**src/rtl/core/dwsl_pkg.sv**
```systemverilog
// Shared types and constants for the differential drive wheel speed limiter.
`timescale 1ns / 1ps
`default_nettype none
package dwsl_pkg;
	localparam int SPEED_DIV = 2000;
	localparam int RATE_MUL = 1000;
	localparam int RECIP_SHIFT = 31;
	localparam logic [24:0] RECIP_125 = 25'd17179870;
	localparam int RATE_STEPS = 28;
	localparam int SCALE_STEPS = 16;

	localparam logic [1:0] REG_BASE = 2'd0;
	localparam logic [1:0] REG_RADIUS = 2'd1;
	localparam logic [1:0] REG_LIMIT = 2'd2;

	typedef struct packed {
		logic signed [15:0] vx;
		logic signed [28:0] turn;
	} cmd_t;
endpackage
`default_nettype wire

```
**src/rtl/core/dwsl_fifo.sv**
```systemverilog
// Two-entry queue between command intake and the rate pipeline.
`timescale 1ns / 1ps
`default_nettype none
module dwsl_fifo (
	input  wire logic           clk,
	input  wire logic           arst_n,
	input  wire dwsl_pkg::cmd_t push_word,
	input  wire logic           push_valid,
	output logic                push_ready,
	output dwsl_pkg::cmd_t      pop_word,
	output logic                pop_valid,
	input  wire logic           pop_ready
);
	dwsl_pkg::cmd_t mem_q [2];
	logic           wr_q;
	logic           rd_q;
	logic [1:0]     cnt_q;
	logic           push;
	logic           pop;

	assign push_ready = cnt_q != 2'd2;
	assign pop_valid = cnt_q != 2'd0;
	assign pop_word = mem_q[rd_q];
	assign push = push_valid && push_ready;
	assign pop = pop_valid && pop_ready;

	always_ff @(posedge clk or negedge arst_n) begin
		if (!arst_n) begin
			wr_q <= 1'b0;
			rd_q <= 1'b0;
			cnt_q <= 2'd0;
		end else begin
			if (push) wr_q <= !wr_q;
			if (pop) rd_q <= !rd_q;
			cnt_q <= cnt_q + {1'b0, push} - {1'b0, pop};
		end
	end

	always_ff @(posedge clk) begin
		if (push) mem_q[wr_q] <= push_word;
	end
endmodule
`default_nettype wire

```
**config.mk**
```make
export PLATFORM = sky130hd
export DESIGN_NAME = dwsl_fifo
export DESIGN_NICKNAME = d
export VERILOG_FILES = /design/src/rtl/core/dwsl_pkg.sv /design/src/rtl/core/dwsl_fifo.sv
export SDC_FILE = /design/constraint.sdc
export NUM_CORES = 1
export LEC_CHECK = 0
export BUFFER_PORTS_ARGS = -buffer_cell sky130_fd_sc_hd__buf_2
export CORE_MARGIN = 2
export CORE_UTILIZATION = 25
export CTS_CLUSTER_SIZE = 12
export DETAILED_ROUTE_END_ITERATION = 6
export GPL_TIMING_DRIVEN = 0
export HOLD_SLACK_MARGIN = 0.12
export MAX_ROUTING_LAYER = met4
export PLACE_DENSITY = 0.5
export SYNTH_ARGS = -nofsm -noshare
export SYNTH_HDL_FRONTEND = slang
export SYNTH_SLANG_ARGS = --single-unit
```
**constraint.sdc**
```tcl
create_clock -name clk -period 4.05 [get_ports clk]
set_clock_uncertainty 0.15 [all_clocks]
set_input_delay 0.81 -clock clk [delete_from_list [all_inputs] [get_ports clk]]
set_output_delay 0.81 -clock clk [all_outputs]
set_load 0.03 [all_outputs]
```
[After elaboration in Yosys (flattened, before gate mapping)]
Memory sizes are Yosys's and may differ from the RTL's.
Index checks and enable logic that the tools add are counted.
W data, S select, Z words.
Word-level totals
  flip-flop bits (word level): 4
  memory bits (writable): 90
  memories: 1
Cells by class
  add/subtract/negate cells: 2
  equality and inequality tests: 1
  mux-type cells: 2
  reductions and logical operators: 5
Memories
  mem_q: words 2, width 45, rd ports 1, clocked after memory_dff 0, wr ports 1, RTL line dwsl_fifo.sv:14  | dwsl_pkg::cmd_t mem_q [2];
Operator list (number)
  $add A2 B1 Y2: 1
  $logic_and A1 B1 Y1: 2
  $logic_not A1 Y1: 2
  $mux W1: 2
  $ne A2 B2 Y1 const B: 1
  $reduce_bool A2 Y1: 1
  $sub A2 B1 Y2: 1

[Longest topological paths before layout]
  depth after elaboration: 4
  depth in mapped cells: 5
  mapped depth without buffers: 5

[Worst setup path before layout]
Ideal clock, no wire load.
  path type: input-to-reg
  start point: input push_valid
  end point: memory mem_q[0][0] (netlist bit) (enable)
  arrival time: 2787 ps
  required time: 3452 ps
  path slack: 665 ps
  stages on the path: 2
  path buffers: 0
  cell sequence: nand2_1 nor2_1
On the way
  cells in the longest elaborated chain, start to end: 3
RTL lines
  start, declared: RTL line dwsl_fifo.sv:8  | input wire logic push_valid,
  $logic_and A1 B1 Y1: RTL line dwsl_fifo.sv:24  | assign push = push_valid && push_ready;
  $mux W1: RTL line dwsl_fifo.sv:40  | if (push) mem_q[wr_q] <= push_word;
  $mux W1 (not written as such): RTL line dwsl_fifo.sv:40
  end, declared: RTL line dwsl_fifo.sv:14
Every way passes these cells.

==> run_results.csv <==
group,metric,value,unit
status,outcome,"complete, no violations",
synth,ys_seq_area_share,80.8,%
timing,finalHoldViolations,0,
cts,cts_max_level,3,
power,p_sw,1240,uW
global_route,grt_max_degree,46,
cts,cts.path.max_buffers,2,
cts,clk-insertion-delay-late,0.34,ns
worst_setup_path,worstPathMaxFanout,10,
synth,synth_seq_cells,94,
floorplan,io_pins,96,
placement,post-place-ws,1.45,ns
power,pwr-share-comb,35.4,%
worst_setup_path,start_kind,"flip-flop",
placement,routabilityCongestion,0.611,
worst_setup_path,reg2reg_from,"cnt_q[0]$_DFF_PN0_",
cts,clkSlewWorstSetupHoldPaths,0.06,ns
route,drt-pass1-iter-count,4,
timing,fmax,360,MHz
worst_setup_path,cp.required,3.09,ns
synth,syn_area,0.00347,sq mm
timing,timing.slew.headroom,23.0,%
worst_setup_path,crit_type,"reg -> out",
synth,synth_top_area_share,77.9,%
global_route,grt_pass1_vias,1866,
cts,cts_tree,"built",
cells_and_area,layout_commonest_cell,"buf_2",
cts,numCtsBuffers,9,
power,p_sw_share,34.4,%
min_path,hold_start,"wr_q$_DFFE_PN0P_",
power,ir_drop,0.000305,V
route,avgViaCountPerCell,4.04,
cells_and_area,layout.nets,320,
route,drcViolationCount,0,
global_route,antenna_found_initial,0,
cts,cts.sinks,94,
cts,cts_setup_buffers,0,
synth,yosys-top-cells-area,"edfxtp_1 (78%), mux2_2 (15%), dfrtp_1 (2.9%), xnor2_1 (0.76%), buf_2 (0.72%)",
power,share_seq_of_total_power,38.4,%
timing,fin_ws,1.27,ns
timing,tightest_slew,1.16,ns
run,drv_cap,0,
timing,setup_violations,0,
cells_and_area,drive_above_1_share,60.7,%
placement,numPortBuffers,95,
cells_and_area,fill_cells,1369,
power,power_frac_clock,26.1,%
route,vias,1836,
global_route,grt-ovfl-total,0,
worst_setup_path,end_kind,"primary output",
cells_and_area,area_delta_synth_final,31.0,%
synth,syn-num-nets,212,
route,drt_iter0_drc,52,
synth,syn_avg_cell_area,21.4,sq um
synth,ys_warn_count,0,
cells_and_area,n_antenna_cell,0,
floorplan,die_y,122,um
cts,root_buffer,"clkbuf_16",
floorplan,die_area,0.0148,sq mm
floorplan,start_util,25.3,%
timing,fin_crit_sh,68.5,%
power,p_per_area,797,mW/mm^2
route,wirelength,6540,um
route,final_antenna_net_count,0,
global_route,grt_usage,9.55,%
power,power.leakage,0.00169,uW
floorplan,rows,43,
synth,netlist-cell-type-count,17,
floorplan,core_area,0.0137,sq mm
timing,slew_violations,0,
worst_setup_path,crit_arrival,1.82,ns
synth,yosysTopAreaCell,"edfxtp_1",
worst_setup_path,startpoint,"rd_q$_DFFE_PN0P_",
power,p_int,2380,uW
floorplan,die_w,122,um
timing,min_period,2.78,ns
placement,hpwl,4200,um
timing,rsz0062_at_grt,"no",
route,detail_route.wl_per_cell,14.4,um
min_path,hp-class,"reg -> reg",
global_route,grt_pass1_wl,9940,um
timing,tns,0,ns
synth,synth_cells,162,
cells_and_area,final_cell_mix,"buf_2 (100), edfxtp_1 (90), mux2_2 (45)",
## routing by layer
layer  vias to the layer above  share of wire [%]  GRT usage, %
li1                        853                  -             -
met1                       906                 42          10.7
met2                        63                 49          14.7
met3                        14                6.6          3.51
met4                         0                2.6          5.60
met5                         -                  0             -
## Yosys cell counts
cell type  number
edfxtp_1       90
mux2_2         45
buf_2           5
dfrtp_1         4
nor2_1          3
xnor2_1         3
nand2_1         2
a311oi_2        1
and2b_2         1
and3_2          1
and4bb_1        1
ha_1            1
nand2b_1        1
nand3_1         1
o21ai_0         1
o21ba_2         1
or2_2           1
## final timing paths
path | end | slack (ns) | depth (start not counted)
max in group asynchronous | cnt_q[1]$_DFF_PN0_ | 2.98 | 2
worst min-delay path | wr_q$_DFFE_PN0P_ | 0.41 | 1
worst min register to register | wr_q$_DFFE_PN0P_ | 0.41 | 1
min in group asynchronous | rd_q$_DFFE_PN0P_ | 0.65 | 2
worst max-delay path | pop_word[24] | 1.27 | 4
worst max register to register | mem_q[1][14]$_DFFE_PP_ | 1.91 | 2
## flip-flops by register name, summed over array words and instances (netlist names)
signal  cells
rd_q        1
wr_q        1
cnt_q       2
mem_q      90
## critical path, cell delays in order (launching register included)
cell     delay [ns]
dfrtp_1        0.31
buf_2          0.26
buf_2          0.34
mux2_2         0.38
buf_2          0.18
## logic make-up after synthesis
logic type,synth area share (%)
fa+ha+maj,0.361
compound gates,0.866
simple gates,1.88
mux,14.6
buf+inv,0.721
flops,80.8
xor+xnor,0.758
## through the flow
stage	hold WS, ns	utilization, %	cells	cell area, sq um	power [uW]
after global routing	0.457	33.1	455	4540	3820
final	0.408	33.1	455	4540	3620
after detailed placement	0.400	30.6	438	4200	2730
after global placement	0.330	30.4	437	4170	2710
after CTS	0.413	33.1	455	4540	3700
after floorplan	0.310	-	162	3470	2340
## power groups by stage
stage | Clock (uW) | Sequential, uW | Combinational, uW
after CTS | 985 | 1390 | 1320
after global placement | 0 | 1420 | 1290
after floorplan | 0 | 1400 | 937
after global routing | 1020 | 1410 | 1380
after detailed placement | 0 | 1410 | 1310
final | 946 | 1390 | 1280
## final cells by class
type,count,area (sq um),share of cell area [%]
plain buffers,5,25.0,0.551
clock buffers,9,225,4.96
clock inverters,7,113,2.48
multi-input cells,63,648,14.3
flip-flops and latches,94,2800,61.7
well taps,180,225,4.96
repair buffers,97,505,11.1
## repair_timing
item                                   4_1_cts  5_1_grt
hold buffers                                 1        0
gates resized for setup                      0        0
endpoints found under the hold margin        4        0
Power figures use the tool's default switching activity.
