**src/rtl/core/dwsl_pkg.sv**
```systemverilog
// Shared types and constants for the differential drive wheel speed limiter.
`timescale 1ns / 1ps
`default_nettype none
package dwsl_pkg;
	localparam int SPEED_DIV = 2000;
	localparam int RATE_MUL = 1000;
	localparam int RECIP_SHIFT = 31;
	localparam logic [24:0] RECIP_125 = 25'd17179870;
	localparam int RATE_STEPS = 28;
	localparam int SCALE_STEPS = 16;

	localparam logic [1:0] REG_BASE = 2'd0;
	localparam logic [1:0] REG_RADIUS = 2'd1;
	localparam logic [1:0] REG_LIMIT = 2'd2;

	typedef struct packed {
		logic signed [15:0] vx;
		logic signed [28:0] turn;
	} cmd_t;
endpackage
`default_nettype wire

```
**src/rtl/core/dwsl_if.sv**
```systemverilog
// Valid/ready channel interfaces for velocity commands and wheel rates.
`timescale 1ns / 1ps
`default_nettype none
interface dwsl_cmd_if;
	logic valid;
	logic ready;
	logic signed [15:0] forward_speed;
	logic signed [15:0] yaw_rate;
	modport source (output valid, forward_speed, yaw_rate, input ready);
	modport sink (input valid, forward_speed, yaw_rate, output ready);
endinterface

`default_nettype wire

```
**src/rtl/core/dwsl_front.sv**
```systemverilog
// Command intake: register the forward speed and the turn term.
`timescale 1ns / 1ps
`default_nettype none
module dwsl_front (
	input  wire logic            clk,
	input  wire logic            arst_n,
	dwsl_cmd_if.sink             cmd,
	input  wire logic [11:0]     wheel_base,
	output dwsl_pkg::cmd_t       word,
	output logic                 word_valid,
	input  wire logic            word_ready
);
	logic           valid_q;
	dwsl_pkg::cmd_t word_q;

	assign cmd.ready = !valid_q || word_ready;
	assign word = word_q;
	assign word_valid = valid_q;

	always_ff @(posedge clk or negedge arst_n) begin
		if (!arst_n) begin
			valid_q <= 1'b0;
		end else if (cmd.ready) begin
			valid_q <= cmd.valid;
		end
	end

	always_ff @(posedge clk) begin
		if (cmd.ready && cmd.valid) begin
			word_q.vx <= cmd.forward_speed;
			word_q.turn <= 29'(cmd.yaw_rate) * $signed({17'b0, wheel_base});
		end
	end
endmodule
`default_nettype wire

```
**src/flat_wrapper.sv**
```systemverilog
// flat-port wrapper written by rule: the top's interface ports become plain ports
module dwsl_front_flat 
  (clk, arst_n, wheel_base, word, word_valid, word_ready, cmd_valid, cmd_forward_speed, cmd_yaw_rate, cmd_ready);
  dwsl_cmd_if cmd_i ();
  input  wire logic clk;
  input  wire logic arst_n;
  input  wire logic [11:0] wheel_base;
  output dwsl_pkg::cmd_t word;
  output logic word_valid;
  input  wire logic word_ready;
  input wire logic [$bits(cmd_i.valid)-1:0] cmd_valid;
  input wire logic [$bits(cmd_i.forward_speed)-1:0] cmd_forward_speed;
  input wire logic [$bits(cmd_i.yaw_rate)-1:0] cmd_yaw_rate;
  output wire logic [$bits(cmd_i.ready)-1:0] cmd_ready;
  assign cmd_i.valid = cmd_valid;
  assign cmd_i.forward_speed = cmd_forward_speed;
  assign cmd_i.yaw_rate = cmd_yaw_rate;
  assign cmd_ready = cmd_i.ready;
  dwsl_front u_core (.clk(clk), .arst_n(arst_n), .cmd(cmd_i), .wheel_base(wheel_base), .word(word), .word_valid(word_valid), .word_ready(word_ready));
endmodule
```
**config.mk**
```make
export PLATFORM = sky130hd
export DESIGN_NAME = dwsl_front_flat
export DESIGN_NICKNAME = d
export VERILOG_FILES = /design/src/rtl/core/dwsl_pkg.sv /design/src/rtl/core/dwsl_if.sv /design/src/rtl/core/dwsl_front.sv /design/src/flat_wrapper.sv
export SDC_FILE = /design/constraint.sdc
export NUM_CORES = 1
export LEC_CHECK = 0
export ABC_CLOCK_PERIOD_IN_PS = 2100
export CORE_ASPECT_RATIO = 0.5
export CORE_MARGIN = 2
export CORE_UTILIZATION = 40
export CTS_CLUSTER_DIAMETER = 80
export DETAILED_ROUTE_END_ITERATION = 6
export DONT_BUFFER_PORTS = 1
export PLACE_DENSITY = 0.56
export SETUP_SLACK_MARGIN = 0.05
export SYNTH_ARGS = -nofsm -noshare
export SYNTH_HDL_FRONTEND = slang
export SYNTH_SLANG_ARGS = --single-unit
```
**constraint.sdc**
```tcl
create_clock -name clk -period 2.1 [get_ports clk]
set_input_delay 0.21 -clock clk [delete_from_list [all_inputs] [get_ports clk]]
set_output_delay 0.21 -clock clk [all_outputs]
set_load 0.005 [all_outputs]
```
# Word-level counts from Yosys, hierarchy flattened
# Index checks and enable logic that the tools add are counted.
# totals
elab_cells,7
regBits,46
output_inout_bits,47
# classes
mul,1
n_reduce_logical,3
# op_table
operator,n
multiplier 16 x 13 -> 29 bit,1
logical AND 1 bit,1
logical NOT 1 bit,1
logical OR 1 bit,1

# Depth between registers and ports, before layout
# logic_depth
depth_word,3
depth_mapped,21
mapped_depth_nobuf,19

# Least setup slack after synthesis
# Ideal clock, no wire load.
# synth_timing
path_kind,input to register
start,input cmd_yaw_rate[15]
end,register u_core.word_q (netlist bit u_core.word[28]) (data pin)
setup_slack_ns,-3.075
stages,18
setup_time_ns,0.262
arrival_ns,4.913
required_ns,1.838
n_path_buf,1
cell_sequence,clkbuf_1 nand2_1 fa_1 fa_1 inv_1 fa_1 fa_1 inv_1 fa_1 inv_1 ha_1 nand2_1 or3_1 a21oi_1 nand3_1 a31oi_1 o31ai_1 xnor2_1
# synth_between
elab_chain_cells,1
# synth_lines
element,line,text
start: declaration,flat_wrapper.sv:13,input wire logic [$bits(cmd_i.yaw_rate)-1:0] cmd_yaw_rate;
multiplier 16 x 13 -> 29 bit,dwsl_front.sv:31,"word_q.turn <= 29'(cmd.yaw_rate) * $signed({17'b0, wheel_base});"
end: declaration,dwsl_front.sv:14,dwsl_pkg::cmd_t word_q;
# No other way between the ends.
# A chain may end at the register's enable or synchronous reset.

# Worst setup path after layout
# layout_timing
start,input cmd_yaw_rate[15]
end,register u_core.word_q (netlist bit u_core.word[27]) (data pin)
# The elaborated chain is that of the path after synthesis.

==> results.json <==
{
  "cp.required_ns": 2.14,
  "highest_layer": "met4",
  "ys.flop_type": "edfxtp_1",
  "nNetsFinal": 1311,
  "grt-ovfl-total": 0,
  "globalplace.congestion": 0.825,
  "worst_hold_slack_ns": 0.0185,
  "worstPathMaxFanout": 12,
  "fmax_mhz": 221,
  "cts.sinks": 46,
  "slew_headroom": 0.745,
  "antenna_cells": 0,
  "mostFrequentLayoutCell": "inv_1",
  "final_layout_size_suffix_gt1_frac": 0.242,
  "worst_pin_slew_ns": 0.381,
  "syn_area_per_cell_um2": 9.60,
  "routedWlPerCell_um": 14.7,
  "synth_seq_area_share": 0.158,
  "syn2layout_area_growth_pct": 25.6,
  "worstRegToRegCells": 3,
  "r2r_slack_ns": 0.81,
  "synthArstFlopShare": 0.0217,
  "rows": 38,
  "synthCells": 910,
  "worst_slack_ns": -2.43,
  "drcViolationCount": 0,
  "grt_pass1_vias": 7259,
  "path_class": "in2reg",
  "hold_violations": 0,
  "syn_nets": 1203,
  "top_level_ports": 95,
  "yosysWarnings": 0,
  "cts_root_buf": "clkbuf_16",
  "track_usage": 0.190,
  "start_kind": "primary input",
  "cts_buffer_depth": 2,
  "period_needed_ns": 4.53,
  "dieArea_um2": 23100,
  "worst_ep_arrival_time_ns": 4.57,
  "synth-edff-count": 45,
  "violations": "setup timing",
  "port_buffers": 0,
  "antenna_found_initial": 0,
  "first_iter_violations": 232,
  "cts_tree": "built",
  "wl_met2_mm": 10.1,
  "synth_area_um2": 8740,
  "drv_cap": 0,
  "synth_seq_cells": 46,
  "firstDrtPassIters": 4,
  "synthDistinctLibCells": 40,
  "dr_total_vias": 6266,
  "wl_met1_mm": 8.35,
  "coreArea_um2": 21500,
  "drtAntennaViolNets": 0,
  "insertion_delay_ns": 0.29,
  "status": "finished, violations left",
  "cp-end-kind": "flip-flop",
  "grt_first_pass_wirelength_mm": 34.5,
  "die_w_um": 213,
  "timing.rr.end": "u_core.word[17]",
  "dp_hpwl_mm": 15.5,
  "finalSetupViolCount": 25,
  "rsz0062_at_grt": "true",
  "finalCritPeriodShare": 2.16,
  "grt_max_degree": 46,
  "h-tree-depth": 2,
  "routed_wl_mm": 19.4,
  "numCtsBuffers": 5,
  "most-common-layout-cells": "226 x inv_1, 169 x fa_1, 102 x nand2_1",
  "hold_class": "in2reg",
  "clkTransAtPathRegs_ns": 0.07,
  "start_util": 0.406,
  "rr_startpoint": "u_core.word_valid",
  "slew_violations": 0,
  "die-height_um": 109,
  "worstSetupEndpoint": "u_core.word[27]",
  "via_per_inst": 4.75,
  "wl_met3_um": 490,
  "fin_skew_ns": 0.00662,
  "worstSetupStartpoint": "cmd_yaw_rate[15]"
}
through the flow:
step / instances / utilization / area [um^2] / setup slack (ns) / TNS, ns
final: 1319 / 0.510 / 11000 / -2.43 / -49.81
after global routing: 1319 / 0.510 / 11000 / -2.61 / -53.40
after CTS: 1300 / 0.494 / 10600 / -2.48 / -50.17
after detailed placement: 1264 / 0.460 / 9920 / -2.92 / -57.01
after global placement: 1264 / 0.460 / 9920 / -2.88 / -56.38
after floorplan: 910 / - / 9180 / -2.71 / -53.73
critical path, cell delays in order:
cell and delay, ns:
and2_4 0.14, inv_2 0.05, fa_2 0.46, fa_2 0.59, inv_2 0.07, fa_1 0.46
fa_1 0.49, inv_1 0.05, fa_1 0.49, inv_2 0.04, ha_4 0.21, buf_6 0.13
and3_4 0.18, and2_4 0.15, a221oi_4 0.26, o21ai_2 0.13, a21oi_2 0.19, o21bai_1 0.11
xor2_1 0.15
state kept, by name (all words and copies together), names as in the netlist:
name,count
u_core.word,45
u_core.word_valid,1
cells in the mapped netlist, drive strengths merged, types with 3 or more instances:
cell	count	area share
inv	250	0.11
fa	178	0.41
nand2	109	0.047
and2	98	0.070
ha	67	0.096
edfxtp	45	0.15
clkbuf	31	0.013
a21oi	22	0.013
xnor2	19	0.019
o21ai	13	0.0074
a21o	9	0.0079
xor2	9	0.0090
nor2	8	0.0034
nand2b	7	0.0050
nand3	7	0.0040
o211ai	6	0.0057
a31oi	3	0.0021
nor2b	3	0.0021
o21a	3	0.0026
final cells by class:
class	instances	area [um^2]
fill	1986	10600
multi-input combinational	582	6970
sequential	46	1380
timing repair buffer	133	1160
inverter	250	938
tap	300	375
clock buffer	5	125
clock inverter	3	23.8
layer usage:
layer  up-vias  global-route usage
li1       2899                   -
met2        92               0.359
met3        22              0.0212
met5         -                   0
met1      3253               0.233
met4         0              0.0420
what timing repair did:
| item | 4_1_cts | 5_1_grt |
|---|---|---|
| cloned | 0 | 0 |
| setup buffers | 27 | 19 |
| hold endpoints to repair | 1 | 14 |
| pin swaps | 69 | 53 |
| hold buffers | 1 | 14 |
| gates resized for setup | 71 | 56 |
| setup endpoints to repair | 25 | 25 |
kinds of logic (layout without fill, tap and decap cells):
kind of cell               count (synthesis)  count (layout)  synth area share
and+or+nand+nor                          241             241             0.139
AOI/OAI and AO/OA                         68              68            0.0503
buffers and inverters                    282             391             0.121
DFF                                       46              46             0.158
adders and majority gates                245             245             0.504
xor gates and xnor gates                  28              28            0.0281
worst min-delay path by stage:
stage                     cells after the start             startpoint                end
after global routing                          0   cmd_forward_speed[6]    u_core.word[35]
after floorplan                               0                 arst_n  u_core.word_valid
after global placement                        0                 arst_n  u_core.word_valid
final                                         0   cmd_forward_speed[2]    u_core.word[31]
after detailed placement                      0                 arst_n  u_core.word_valid
after CTS                                     0  cmd_forward_speed[10]    u_core.word[39]
Power is not shown: default switching activity piles up to over one toggle a cycle in this logic, so the estimate is an artifact.
